--- src/design/hsl2rgb_pkg.sv ---
// shared constants and types for the hsl to rgb converter
package hsl2rgb_pkg;

    localparam int N_STAGES = 6;

    // hue position k in units of 1/1024, one turn is 12 units of 1024
    localparam int KF_W = 14;
    localparam logic [KF_W:0] KF_TURN = 15'd12288;
    localparam logic [KF_W-1:0] OFS_RED = 14'd0;
    localparam logic [KF_W-1:0] OFS_GREEN = 14'd8192;
    localparam logic [KF_W-1:0] OFS_BLUE = 14'd4096;

    localparam logic signed [KF_W:0] K_UP = 15'sd3072;
    localparam logic signed [KF_W:0] K_DOWN = 15'sd9216;
    localparam logic signed [KF_W:0] T_MAX = 15'sd1024;
    localparam logic signed [KF_W:0] T_MIN = -15'sd1024;
    localparam int T_W = 12;

    localparam int SM_W = 15;
    localparam int NUM_W = 27;
    localparam logic [NUM_W-1:0] LIG_SCALE = 27'd261120;

    // rounding offset, half of 255 * 261120
    localparam logic [NUM_W-1:0] FULL_HALF = 27'd33292800;

    // reciprocal of 65025 for the final divide, after a 10 bit shift
    localparam int DROP_BITS = 10;
    localparam int RECIP_SHIFT = 45;
    localparam int RECIP_W = 30;
    localparam longint DIV_REST = 65025;
    localparam logic [RECIP_W-1:0] RECIP =
        RECIP_W'(((64'd1 << RECIP_SHIFT) + 64'(DIV_REST - 1)) / 64'(DIV_REST));

    typedef struct packed {
        logic [N_STAGES-1:0] en;
    } t_pipe_ctl;

endpackage

--- src/design/hsl_to_rgb_converter.sv ---
// throughput: one word per cycle, a stall holds each stage without loss
// the rate is set by the six-stage pipeline, one register stage per step
// ready runs back through the stages, so a bubble is filled at once
// reset clears the stage valid bits only; the datapath is not reset
module hsl_to_rgb_converter
    import hsl2rgb_pkg::*;
#(
    parameter int CHANNEL_BITS = 8
)
(
    input  logic                    i_clk,
    input  logic                    i_rst_n,
    input  logic                    i_valid,
    output logic                    o_ready,
    input  logic [11:0]             i_hue,
    input  logic [7:0]              i_saturation,
    input  logic [7:0]              i_lightness,
    output logic                    o_valid,
    input  logic                    i_ready,
    output logic [CHANNEL_BITS-1:0] o_red,
    output logic [CHANNEL_BITS-1:0] o_green,
    output logic [CHANNEL_BITS-1:0] o_blue
);

    localparam logic [CHANNEL_BITS-1:0] CH_MAX = '1;

    logic [N_STAGES-1:0] r_vld;
    logic [N_STAGES-1:0] n_vld;
    logic [N_STAGES-1:0] rdy;
    t_pipe_ctl           ctl;

    logic [7:0]          lig_inv;
    logic [6:0]          n_m;
    logic [7:0]          r_sat1;
    logic [7:0]          r_lig1;
    logic [6:0]          r_m1;
    logic [SM_W-1:0]     r_sm2;
    logic [7:0]          r_lig2;
    logic [NUM_W-1:0]    r_base3;

    // stage moves when it is empty or the next one moves
    always_comb begin
        rdy[N_STAGES-1] = i_ready || !r_vld[N_STAGES-1];
        for (int k = N_STAGES - 2; k >= 0; k--) begin
            rdy[k] = rdy[k+1] || !r_vld[k];
        end
    end

    assign ctl.en = rdy;

    always_comb begin
        n_vld = r_vld;
        if (rdy[0]) begin
            n_vld[0] = i_valid;
        end
        for (int k = 1; k < N_STAGES; k++) begin
            if (rdy[k]) begin
                n_vld[k] = r_vld[k-1];
            end
        end
    end

    always_ff @(posedge i_clk) begin
        if (!i_rst_n) begin
            r_vld <= '0;
        end else begin
            r_vld <= n_vld;
        end
    end

    // m = min(L, 255 - L)
    assign lig_inv = 8'd255 - i_lightness;
    assign n_m = i_lightness[7] ? lig_inv[6:0] : i_lightness[6:0];

    always_ff @(posedge i_clk) begin
        if (rdy[0]) begin
            r_sat1 <= i_saturation;
            r_lig1 <= i_lightness;
            r_m1 <= n_m;
        end
        if (rdy[1]) begin
            r_sm2 <= SM_W'(r_sat1) * SM_W'(r_m1);
            r_lig2 <= r_lig1;
        end
        if (rdy[2]) begin
            r_base3 <= NUM_W'(r_lig2) * LIG_SCALE;
        end
    end

    hsl2rgb_chan #(
        .CHANNEL_BITS (CHANNEL_BITS),
        .HUE_OFFSET   (OFS_RED)
    ) u_red (
        .i_clk   (i_clk),
        .i_ctl   (ctl),
        .i_hue   (i_hue),
        .i_sm    (r_sm2),
        .i_base  (r_base3),
        .o_level (o_red)
    );

    hsl2rgb_chan #(
        .CHANNEL_BITS (CHANNEL_BITS),
        .HUE_OFFSET   (OFS_GREEN)
    ) u_green (
        .i_clk   (i_clk),
        .i_ctl   (ctl),
        .i_hue   (i_hue),
        .i_sm    (r_sm2),
        .i_base  (r_base3),
        .o_level (o_green)
    );

    hsl2rgb_chan #(
        .CHANNEL_BITS (CHANNEL_BITS),
        .HUE_OFFSET   (OFS_BLUE)
    ) u_blue (
        .i_clk   (i_clk),
        .i_ctl   (ctl),
        .i_hue   (i_hue),
        .i_sm    (r_sm2),
        .i_base  (r_base3),
        .o_level (o_blue)
    );

    assign o_ready = rdy[0];
    assign o_valid = r_vld[N_STAGES-1];

    a_full_rate: assert property (@(posedge i_clk) disable iff (!i_rst_n)
        i_ready |-> o_ready)
        else $error("input side stalled while output side is ready");

    a_empty_takes: assert property (@(posedge i_clk) disable iff (!i_rst_n)
        !r_vld[0] |-> o_ready)
        else $error("empty first stage refuses a word");

    a_word_moves: assert property (@(posedge i_clk) disable iff (!i_rst_n)
        (r_vld[0] && rdy[1]) |=> r_vld[1])
        else $error("word lost between first and second stage");

    a_level_range: assert property (@(posedge i_clk) disable iff (!i_rst_n)
        o_valid |-> (o_red <= CH_MAX && o_green <= CH_MAX && o_blue <= CH_MAX))
        else $error("channel level above full scale");

endmodule

--- src/design/hsl2rgb_chan.sv ---
// one color channel of the hsl to rgb pipeline
module hsl2rgb_chan
    import hsl2rgb_pkg::*;
#(
    parameter int CHANNEL_BITS = 8,
    parameter logic [KF_W-1:0] HUE_OFFSET = 14'd0
)
(
    input  logic                    i_clk,
    input  t_pipe_ctl               i_ctl,
    input  logic [11:0]             i_hue,
    input  logic [SM_W-1:0]         i_sm,
    input  logic [NUM_W-1:0]        i_base,
    output logic [CHANNEL_BITS-1:0] o_level
);

    localparam int YW = CHANNEL_BITS + 16;
    localparam int XW = CHANNEL_BITS + NUM_W + 1;
    localparam int PW = YW + RECIP_W;
    localparam logic [CHANNEL_BITS-1:0] CH_MAX = '1;

    logic [KF_W:0]                kf_sum;
    logic [KF_W-1:0]              n_kf;
    logic [KF_W-1:0]              r_kf;
    logic signed [KF_W:0]         up;
    logic signed [KF_W:0]         down;
    logic signed [KF_W:0]         t_raw;
    logic signed [KF_W:0]         t_clip;
    logic signed [T_W-1:0]        r_t;
    logic signed [SM_W:0]         sm_s;
    logic signed [NUM_W:0]        prod_full;
    logic signed [NUM_W-1:0]      r_prod;
    logic signed [NUM_W:0]        diff;
    logic [NUM_W-1:0]             n_num;
    logic [NUM_W-1:0]             r_num;
    logic [XW-1:0]                x_sum;
    logic [YW-1:0]                r_y;
    logic [PW-1:0]                q_full;
    logic [CHANNEL_BITS:0]        q;
    logic [CHANNEL_BITS-1:0]      n_level;
    logic [CHANNEL_BITS-1:0]      r_level;

    // k = (offset + 3 * hue) mod one turn
    always_comb begin
        kf_sum = 15'(i_hue) * 15'd3 + 15'(HUE_OFFSET);
        if (kf_sum >= KF_TURN) begin
            n_kf = KF_W'(kf_sum - KF_TURN);
        end else begin
            n_kf = kf_sum[KF_W-1:0];
        end
    end

    // clamp(min(k - 3, 9 - k), -1, 1)
    always_comb begin
        up = signed'({1'b0, r_kf}) - K_UP;
        down = K_DOWN - signed'({1'b0, r_kf});
        t_raw = (up < down) ? up : down;
        if (t_raw > T_MAX) begin
            t_clip = T_MAX;
        end else if (t_raw < T_MIN) begin
            t_clip = T_MIN;
        end else begin
            t_clip = t_raw;
        end
    end

    assign sm_s = signed'({1'b0, i_sm});
    assign prod_full = (NUM_W + 1)'(sm_s) * (NUM_W + 1)'(r_t);

    always_comb begin
        diff = signed'({1'b0, i_base}) - signed'({r_prod[NUM_W-1], r_prod});
        n_num = diff[NUM_W] ? '0 : diff[NUM_W-1:0];
    end

    assign x_sum = XW'(r_num) * XW'(CH_MAX) + XW'(FULL_HALF);
    assign q_full = PW'(r_y) * PW'(RECIP);
    assign q = q_full[RECIP_SHIFT +: CHANNEL_BITS + 1];
    assign n_level = (q > (CHANNEL_BITS + 1)'(CH_MAX)) ? CH_MAX : q[CHANNEL_BITS-1:0];

    always_ff @(posedge i_clk) begin
        if (i_ctl.en[0]) begin
            r_kf <= n_kf;
        end
        if (i_ctl.en[1]) begin
            r_t <= t_clip[T_W-1:0];
        end
        if (i_ctl.en[2]) begin
            r_prod <= prod_full[NUM_W-1:0];
        end
        if (i_ctl.en[3]) begin
            r_num <= n_num;
        end
        if (i_ctl.en[4]) begin
            r_y <= x_sum[DROP_BITS +: YW];
        end
        if (i_ctl.en[5]) begin
            r_level <= n_level;
        end
    end

    assign o_level = r_level;

endmodule

--- config.mk ---
export PLATFORM = sky130hd
export DESIGN_NAME = hsl_to_rgb_converter
export DESIGN_NICKNAME = d
export VERILOG_FILES = /design/src/design/hsl2rgb_pkg.sv /design/src/design/hsl_to_rgb_converter.sv /design/src/design/hsl2rgb_chan.sv
export SDC_FILE = /design/constraint.sdc
export NUM_CORES = 2
export LEC_CHECK = 0
export BUFFER_PORTS_ARGS = -buffer_cell sky130_fd_sc_hd__buf_4
export CELL_PAD_IN_SITES_DETAIL_PLACEMENT = 2
export CELL_PAD_IN_SITES_GLOBAL_PLACEMENT = 2
export CORE_MARGIN = 5
export CORE_UTILIZATION = 36
export CTS_BUF_LIST = sky130_fd_sc_hd__clkbuf_4 sky130_fd_sc_hd__clkbuf_8
export DETAILED_ROUTE_END_ITERATION = 6
export MAX_ROUTING_LAYER = met4
export PLACE_DENSITY_LB_ADDON = 0.1
export SLEW_MARGIN = 30
export SYNTH_ARGS = -nofsm -noshare
export SYNTH_HDL_FRONTEND = slang
export SYNTH_SLANG_ARGS = --single-unit
export TNS_END_PERCENT = 1
--- constraint.sdc ---
create_clock -name i_clk -period 8.6 [get_ports i_clk]
set_input_delay 0.86 -clock i_clk [delete_from_list [all_inputs] [get_ports i_clk]]
set_output_delay 0.86 -clock i_clk [all_outputs]
set_load 0.05 [all_outputs]
## Yosys cells after proc, flatten, opt, wreduce, memory -nomap -nowiden

Index checks and enable logic that the tools add are counted.

| storage, ports and cells | value |
|---|---|
| register bits | 404 |

| cells by class | value |
|---|---|
| add/subtract/negate cells | 18 |
| $mul | 12 |
| order comparisons | 15 |
| muxes and demuxes | 10 |
| reductions and logical operators | 15 |

Operators by type and width:

| kind | count |
|---|---|
| multiplier 24 x 30 -> 54 bit, second input constant | 3 |
| adder 34 x 25 -> 34 bit, second input constant | 3 |
| multiplier 27 x 8 -> 34 bit, second input constant | 3 |
| subtractor 27 x 27 -> 28 bit | 3 |
| multiplier 16 x 12 -> 27 bit | 3 |
| greater-than comparator 15 x 12 -> 1 bit, second input constant | 3 |
| < comparator 15 x 11 -> 1 bit, second input constant | 3 |
| < comparator 15 bit | 3 |
| 2-to-1 mux 15 bit | 3 |
| subtractor 14 x 12 -> 15 bit, second input constant | 3 |
| subtractor 14 x 14 -> 15 bit, first input constant | 3 |
| 2-to-1 mux 14 bit | 3 |
| subtractor 14 bit, second input constant | 3 |
| 2-to-1 mux 12 bit | 3 |
| >= comparator 15 x 14 -> 1 bit, second input constant | 2 |
| greater-than comparator 9 x 8 -> 1 bit, second input constant | 3 |
| multiplier 8 x 8 -> 16 bit, second input constant | 1 |
| adder 14 x 13 -> 15 bit, second input constant | 1 |
| adder 14 x 14 -> 15 bit, second input constant | 1 |
| multiplier 8 x 7 -> 15 bit | 1 |
| >= comparator 14 bit, second input constant | 1 |
| multiplier 12 x 2 -> 14 bit, second input constant | 1 |
| 2-to-1 mux 7 bit | 1 |
| subtractor 7 bit, first input constant | 1 |
| other kinds (3) | 15 |

## Depth between registers and ports, before layout

| depth | value |
|---|---|
| depth in word-level cells | 7 |
| mapped depth | 25 |
| depth with buffers taken out | 25 |

## By module

A second synthesis with hierarchy kept.

| unflattened totals | value |
|---|---|
| cells, all modules | 6805 |
| area, all modules | 69395.3 sq um |

By module, submodules not included:

| module | instances | cells an instance | area an instance (sq um) | sequential area each (sq um) |
|---|---|---|---|---|
| hsl2rgb_chan at u_blue | 1 | 2138 | 21468.1 | 3363.2 |
| hsl2rgb_chan at u_red | 1 | 2116 | 21215.3 | 3363.2 |
| hsl2rgb_chan at u_green | 1 | 2071 | 21092.7 | 3363.2 |
| hsl_to_rgb_converter | 1 | 480 | 5619.1 | 1981.9 |

## Worst setup path after synthesis

Ideal clock, no wire load.

| path | value |
|---|---|
| path kind | reg-to-reg |
| start | register r_sm2[2] |
| end | register u_blue.r_prod[26] (data pin) |
| setup time | 0.268 ns |
| arrival time | 5.745 ns |
| path slack | 2.587 ns |
| cell stages (with the launch flop) | 23 |
| path buffers | 2 |
| cell sequence | edfxtp_1 clkbuf_1 clkbuf_1 nand2_1 fa_1 inv_1 fa_1 fa_1 inv_1 fa_1 inv_1 fa_1 ha_1 a21o_1 a21o_1 a41oi_1 a21oi_1 a211o_1 a31oi_1 nor2b_1 o21a_1 o41ai_1 xnor2_1 |

| between the ends | value |
|---|---|
| longest elaborated chain between the ends | 1 |

Ends and longest elaborated chain:

| item | RTL line | RTL |
|---|---|---|
| start, declared | hsl_to_rgb_converter.sv:37 | `logic [SM_W-1:0] r_sm2;` |
| start signal, assigned | hsl_to_rgb_converter.sv:82 | `r_sm2 <= SM_W'(r_sat1) * SM_W'(r_m1);` |
| multiplier 16 x 12 -> 27 bit | hsl2rgb_chan.sv:68 | `assign prod_full = (NUM_W + 1)'(sm_s) * (NUM_W + 1)'(r_t);` |
| via u_blue.prod_full[26] | hsl2rgb_chan.sv:31 | `logic signed [NUM_W:0] prod_full;` |
| end signal, assigned | hsl2rgb_chan.sv:88 | `r_prod <= prod_full[NUM_W-1:0];` |
| end, declared | hsl2rgb_chan.sv:32 | `logic signed [NUM_W-1:0] r_prod;` |

The timed path passes the listed nets, and every way through them passes these cells.
A chain may end at the register's enable or synchronous reset.

## Worst setup path after layout

| path | value |
|---|---|
| start | register r_sm2[7] |
| end | register u_blue.r_prod[26] (data pin) |

Same word-level chain as after synthesis.

==> impl_metrics.csv <==
group,metric,value,unit
grt,first_global_vias,51181,
worst_setup_path,worstPathCellList,"buf_4 -> nand2_1 -> fa_1 -> fa_1 -> inv_1 -> fa_1 -> inv_1 -> fa_1 -> inv_1 -> fa_1 -> ha_1 -> a21o_1 -> a21o_1 -> a41oi_1 -> a21oi_1 -> a211o_1 -> a31oi_1 -> nor2b_1 -> o21a_1 -> o41ai_1 -> xnor2_1",
grt,grt_usage,19.0,%
place,hpwl,147,mm
timing,setup_tns,0,ns
worst_setup_path,timing.reg2reg.worst_path_depth,21,
timing,fmax,143,MHz
worst_setup_path,arrival,7.47,ns
floorplanning,floorplan.initialDensity,36.2,%
timing,maxSlewViolCount,0,
worst_setup_path,crit_fanout,19,
layout,stdcell_area,0.0704,sq mm
worst_setup_path,crit_path_start_kind,"flop",
worst_setup_path,critical-path-max-stage-delay,0.92,ns
synthesis,synth_fp_nets,8640,
clock_tree,path_clk_slew,0.07,ns
timing,worst_slack,1.63,ns
synthesis,synth_enable_flop_cells,374,
drt,route.detailed.drc,0,
synthesis,syn-cell-area,0.0654,sq mm
timing,max_slew_margin,39.6,%
synthesis,synth-seq-cells,380,
floorplanning,design.portCount,58,
synthesis,synth_seq_area_share,17.4,%
timing,period_share,81.0,%
worst_setup_path,cp_common_cell,"sky130_fd_sc_hd__fa_1",
worst_hold_path,hold_end,"r_sat1[7]$_DFFE_PP_",
clock_tree,total_number_of_clock_tree_sinks,380,
place,portBuffers,57,
synthesis,async_flop_share,0,%
clock_tree,tritoncts.num_buffers,82,
synthesis,synth.yosys.warnings,0,
clock_tree,clk_latency,0.80,ns
timing,clock_skew,0.0549,ns
drt,vias,43615,
synthesis,leading_cell_type_by_number_of_instances_after_synthesis,"sky130_fd_sc_hd__inv_1",
worst_setup_path,slowest_stage,"sky130_fd_sc_hd__edfxtp_1",
grt,antenna_found_initial,7,
synthesis,netlist.area_leader.share,30.2,%
drt,routedLengthMet1,80.5,mm
floorplanning,floorplan.die_area,0.190,sq mm
worst_setup_path,rr_startpoint,"r_sm2[7]$_DFFE_PP_",
clock_tree,cts-root-to-sink-buffers,3,
layout,syn2layout_area_growth,7.59,%
synthesis,synth_cell_type_count,84,
clock_tree,clock_tree_from_tritoncts,"done",
drt,drt_iter0_markers,1216,
place,place_ws,1.67,ns
floorplanning,coreArea,0.181,sq mm
layout,num-fill-cells,19364,
synthesis,syn-instance-count,6436,
layout,post_layout_nets,8696,
place,gp_congestion,0.795,
drt,antenna_nets_post_route,0,
timing,holdWs,0.234,ns
timing,finalSetupViolations,0,
worst_setup_path,crit_type,"flop to flop",
clock_tree,cts_hold_buffers,0,
outcome,run_status,"finished, final reports clean",
run,maxCapViolations,0,
drt,viasPerCell,4.89,
synthesis,netlist_top_cells_area,"sky130_fd_sc_hd__fa_1, sky130_fd_sc_hd__ha_1, sky130_fd_sc_hd__edfxtp_1",
drt,top_signal_layer_used,"met4",
place,placed_cell_area,0.0687,sq mm
drt,wl_met3,2.75,mm
worst_setup_path,worst_setup_path_startpoint,"r_sm2[7]$_DFFE_PP_",
worst_setup_path,worst-r2r-setup-slack,1.63,ns
worst_hold_path,hold-path-cell-count,1,
synthesis,yosys-top-cells-count,"sky130_fd_sc_hd__inv_1, sky130_fd_sc_hd__ha_1, sky130_fd_sc_hd__fa_1",
worst_hold_path,timing.hold.worst.class,"input pin to flop",
worst_hold_path,min_from,"i_saturation[7]",
drt,routed_wl,173,mm
timing,grt_setup_unrepaired,"no",
floorplanning,die_h,436,um
timing,report.final.hold_viol_count,0,
drt,1st_pass_router_iterations,6,
clock_tree,cts.repair.resized,0,
layout,share_of_final_layout_standard_cells_stronger_than_drive_strength_1,3.98,%
grt,grt_pass1_wl,282,mm
clock_tree,post-cts-setup-buffers,0,
drt,avgRoutedWirePerCell,19.3,um
floorplanning,fp_rows,156,
clock_tree,clock_tree.root_cell,"sky130_fd_sc_hd__clkbuf_8",
drt,routed-wl-met2,86.0,mm
clock_tree,h-tree-depth,3,
synthesis,avgSynthCellArea,10.2,sq um
synthesis,synth_top_cell_by_area,"sky130_fd_sc_hd__fa_1",
timing,worst-slew-pin-transition,0.898,ns
grt,global_route.overflow_total,0,
worst_setup_path,crit_path_end_kind,"flop",
worst_setup_path,worstPathRequired,9.10,ns
worst_setup_path,crit-reg2reg-capture,"u_blue.r_prod[26]$_DFFE_PP_",
timing,finalCriticalPeriod,6.97,ns
floorplanning,dieWidth,436,um
synthesis,synth_flop_cell,"sky130_fd_sc_hd__edfxtp_1",
grt,largest_net_degree_at_the_start_of_global_routing,77,
## metal layers
| layer | global-route usage [%] | vias up |
|---|---|---|
| met3 | 1.73 | 170 |
| li1 | - | 20664 |
| met1 | 24.4 | 22491 |
| met2 | 33.2 | 290 |
| met4 | 3.70 | 0 |
| met5 | - | - |
## per-stage QoR
stage	std cells	utilization, %
finish	8927	38.9
global placement	8776	38.0
floorplan	6436	-
global route	8926	38.9
CTS	8923	38.9
detailed placement	8778	38.0
## area by class of cell
| cell class | count | area [sq um] | share of cell area [%] |
|---|---|---|---|
| Sequential cell | 380 | 11400 | 16.1 |
| Clock buffer | 101 | 1280 | 1.82 |
| Clock inverter | 44 | 409 | 0.581 |
| Antenna cell | 4 | 10.0 | 0.0142 |
| Multi-Input combinational cell | 4476 | 48200 | 68.4 |
| Inverter | 1462 | 5490 | 7.80 |
| Timing Repair Buffer | 90 | 694 | 0.987 |
| Tap cell | 2370 | 2970 | 4.21 |
## how the worst max path moves through the flow
stage,endpoint,cells after the start
2_1_floorplan,u_blue.r_prod[26]$_DFFE_PP_,22
3_3_place_gp,u_blue.r_prod[26]$_DFFE_PP_,21
3_5_place_dp,u_blue.r_prod[26]$_DFFE_PP_,21
4_1_cts,u_blue.r_prod[26]$_DFFE_PP_,21
5_1_grt,u_blue.r_prod[26]$_DFFE_PP_,21
6_report,u_blue.r_prod[26]$_DFFE_PP_,21
## worst max-delay path, delay by kind of cell, from the launching register on
kind	cells	cell delay, ns
AOI/OAI and AO/OA	8	1.90
buffers and inverters	4	0.58
and+or+nand+nor	2	0.21
xor gates and xnor gates	1	0.12
DFF	1	0.92
adders and majority gates	6	2.89
## cells by family (layout without fill, tap and decap cells)
logic type	count (synthesis)	in the layout	share of synthesized area, %
adders and majority gates	2172	2172	52.9
muxes	18	18	0.285
AOI/OAI and AO/OA	679	679	6.74
and+or+nand+nor	1332	1332	9.96
xor gates and xnor gates	275	275	3.68
DFF	380	380	17.4
buffers and inverters	1580	1697	9.09
other	0	4	0
## registers in the layout, indices dropped and copies added (netlist names), 24 cells and up
name	cells
u_blue.r_num	27
u_blue.r_prod	27
u_green.r_num	27
u_green.r_prod	27
u_red.r_num	27
u_red.r_prod	27
u_blue.r_y	24
u_green.r_y	24
u_red.r_y	24
## cell usage in the layout, fill, tap and decap left out, types with 9 or more instances in the layout
cell type,instances
sky130_fd_sc_hd__a211o_1,9
sky130_fd_sc_hd__a21oi_1,209
sky130_fd_sc_hd__and2_1,253
sky130_fd_sc_hd__o21ai_0,123
sky130_fd_sc_hd__nor3_1,66
sky130_fd_sc_hd__xor2_1,90
sky130_fd_sc_hd__fa_1,987
sky130_fd_sc_hd__nand2b_1,63
sky130_fd_sc_hd__nand4_1,22
sky130_fd_sc_hd__nand3_1,44
sky130_fd_sc_hd__o211a_1,11
sky130_fd_sc_hd__nor2b_1,64
sky130_fd_sc_hd__nand2_1,450
sky130_fd_sc_hd__mux2i_1,13
sky130_fd_sc_hd__buf_4,87
sky130_fd_sc_hd__and3_1,19
sky130_fd_sc_hd__clkbuf_4,17
sky130_fd_sc_hd__nor3b_1,10
sky130_fd_sc_hd__o21a_1,40
sky130_fd_sc_hd__o31ai_1,11
sky130_fd_sc_hd__nor4_1,10
sky130_fd_sc_hd__clkbuf_8,84
sky130_fd_sc_hd__o21bai_1,27
sky130_fd_sc_hd__a21boi_0,17
sky130_fd_sc_hd__or3_1,27
sky130_fd_sc_hd__a211oi_1,23
sky130_fd_sc_hd__ha_1,1185
sky130_fd_sc_hd__nor2_1,263
sky130_fd_sc_hd__a21o_1,96
sky130_fd_sc_hd__inv_1,1459
sky130_fd_sc_hd__xnor2_1,185
sky130_fd_sc_hd__a31oi_1,23
sky130_fd_sc_hd__edfxtp_1,374
sky130_fd_sc_hd__o211ai_1,11
sky130_fd_sc_hd__clkinv_2,13
sky130_fd_sc_hd__clkinv_1,15
Power is not shown: default switching activity piles up to over one toggle a cycle in this logic, so the estimate is an artifact.
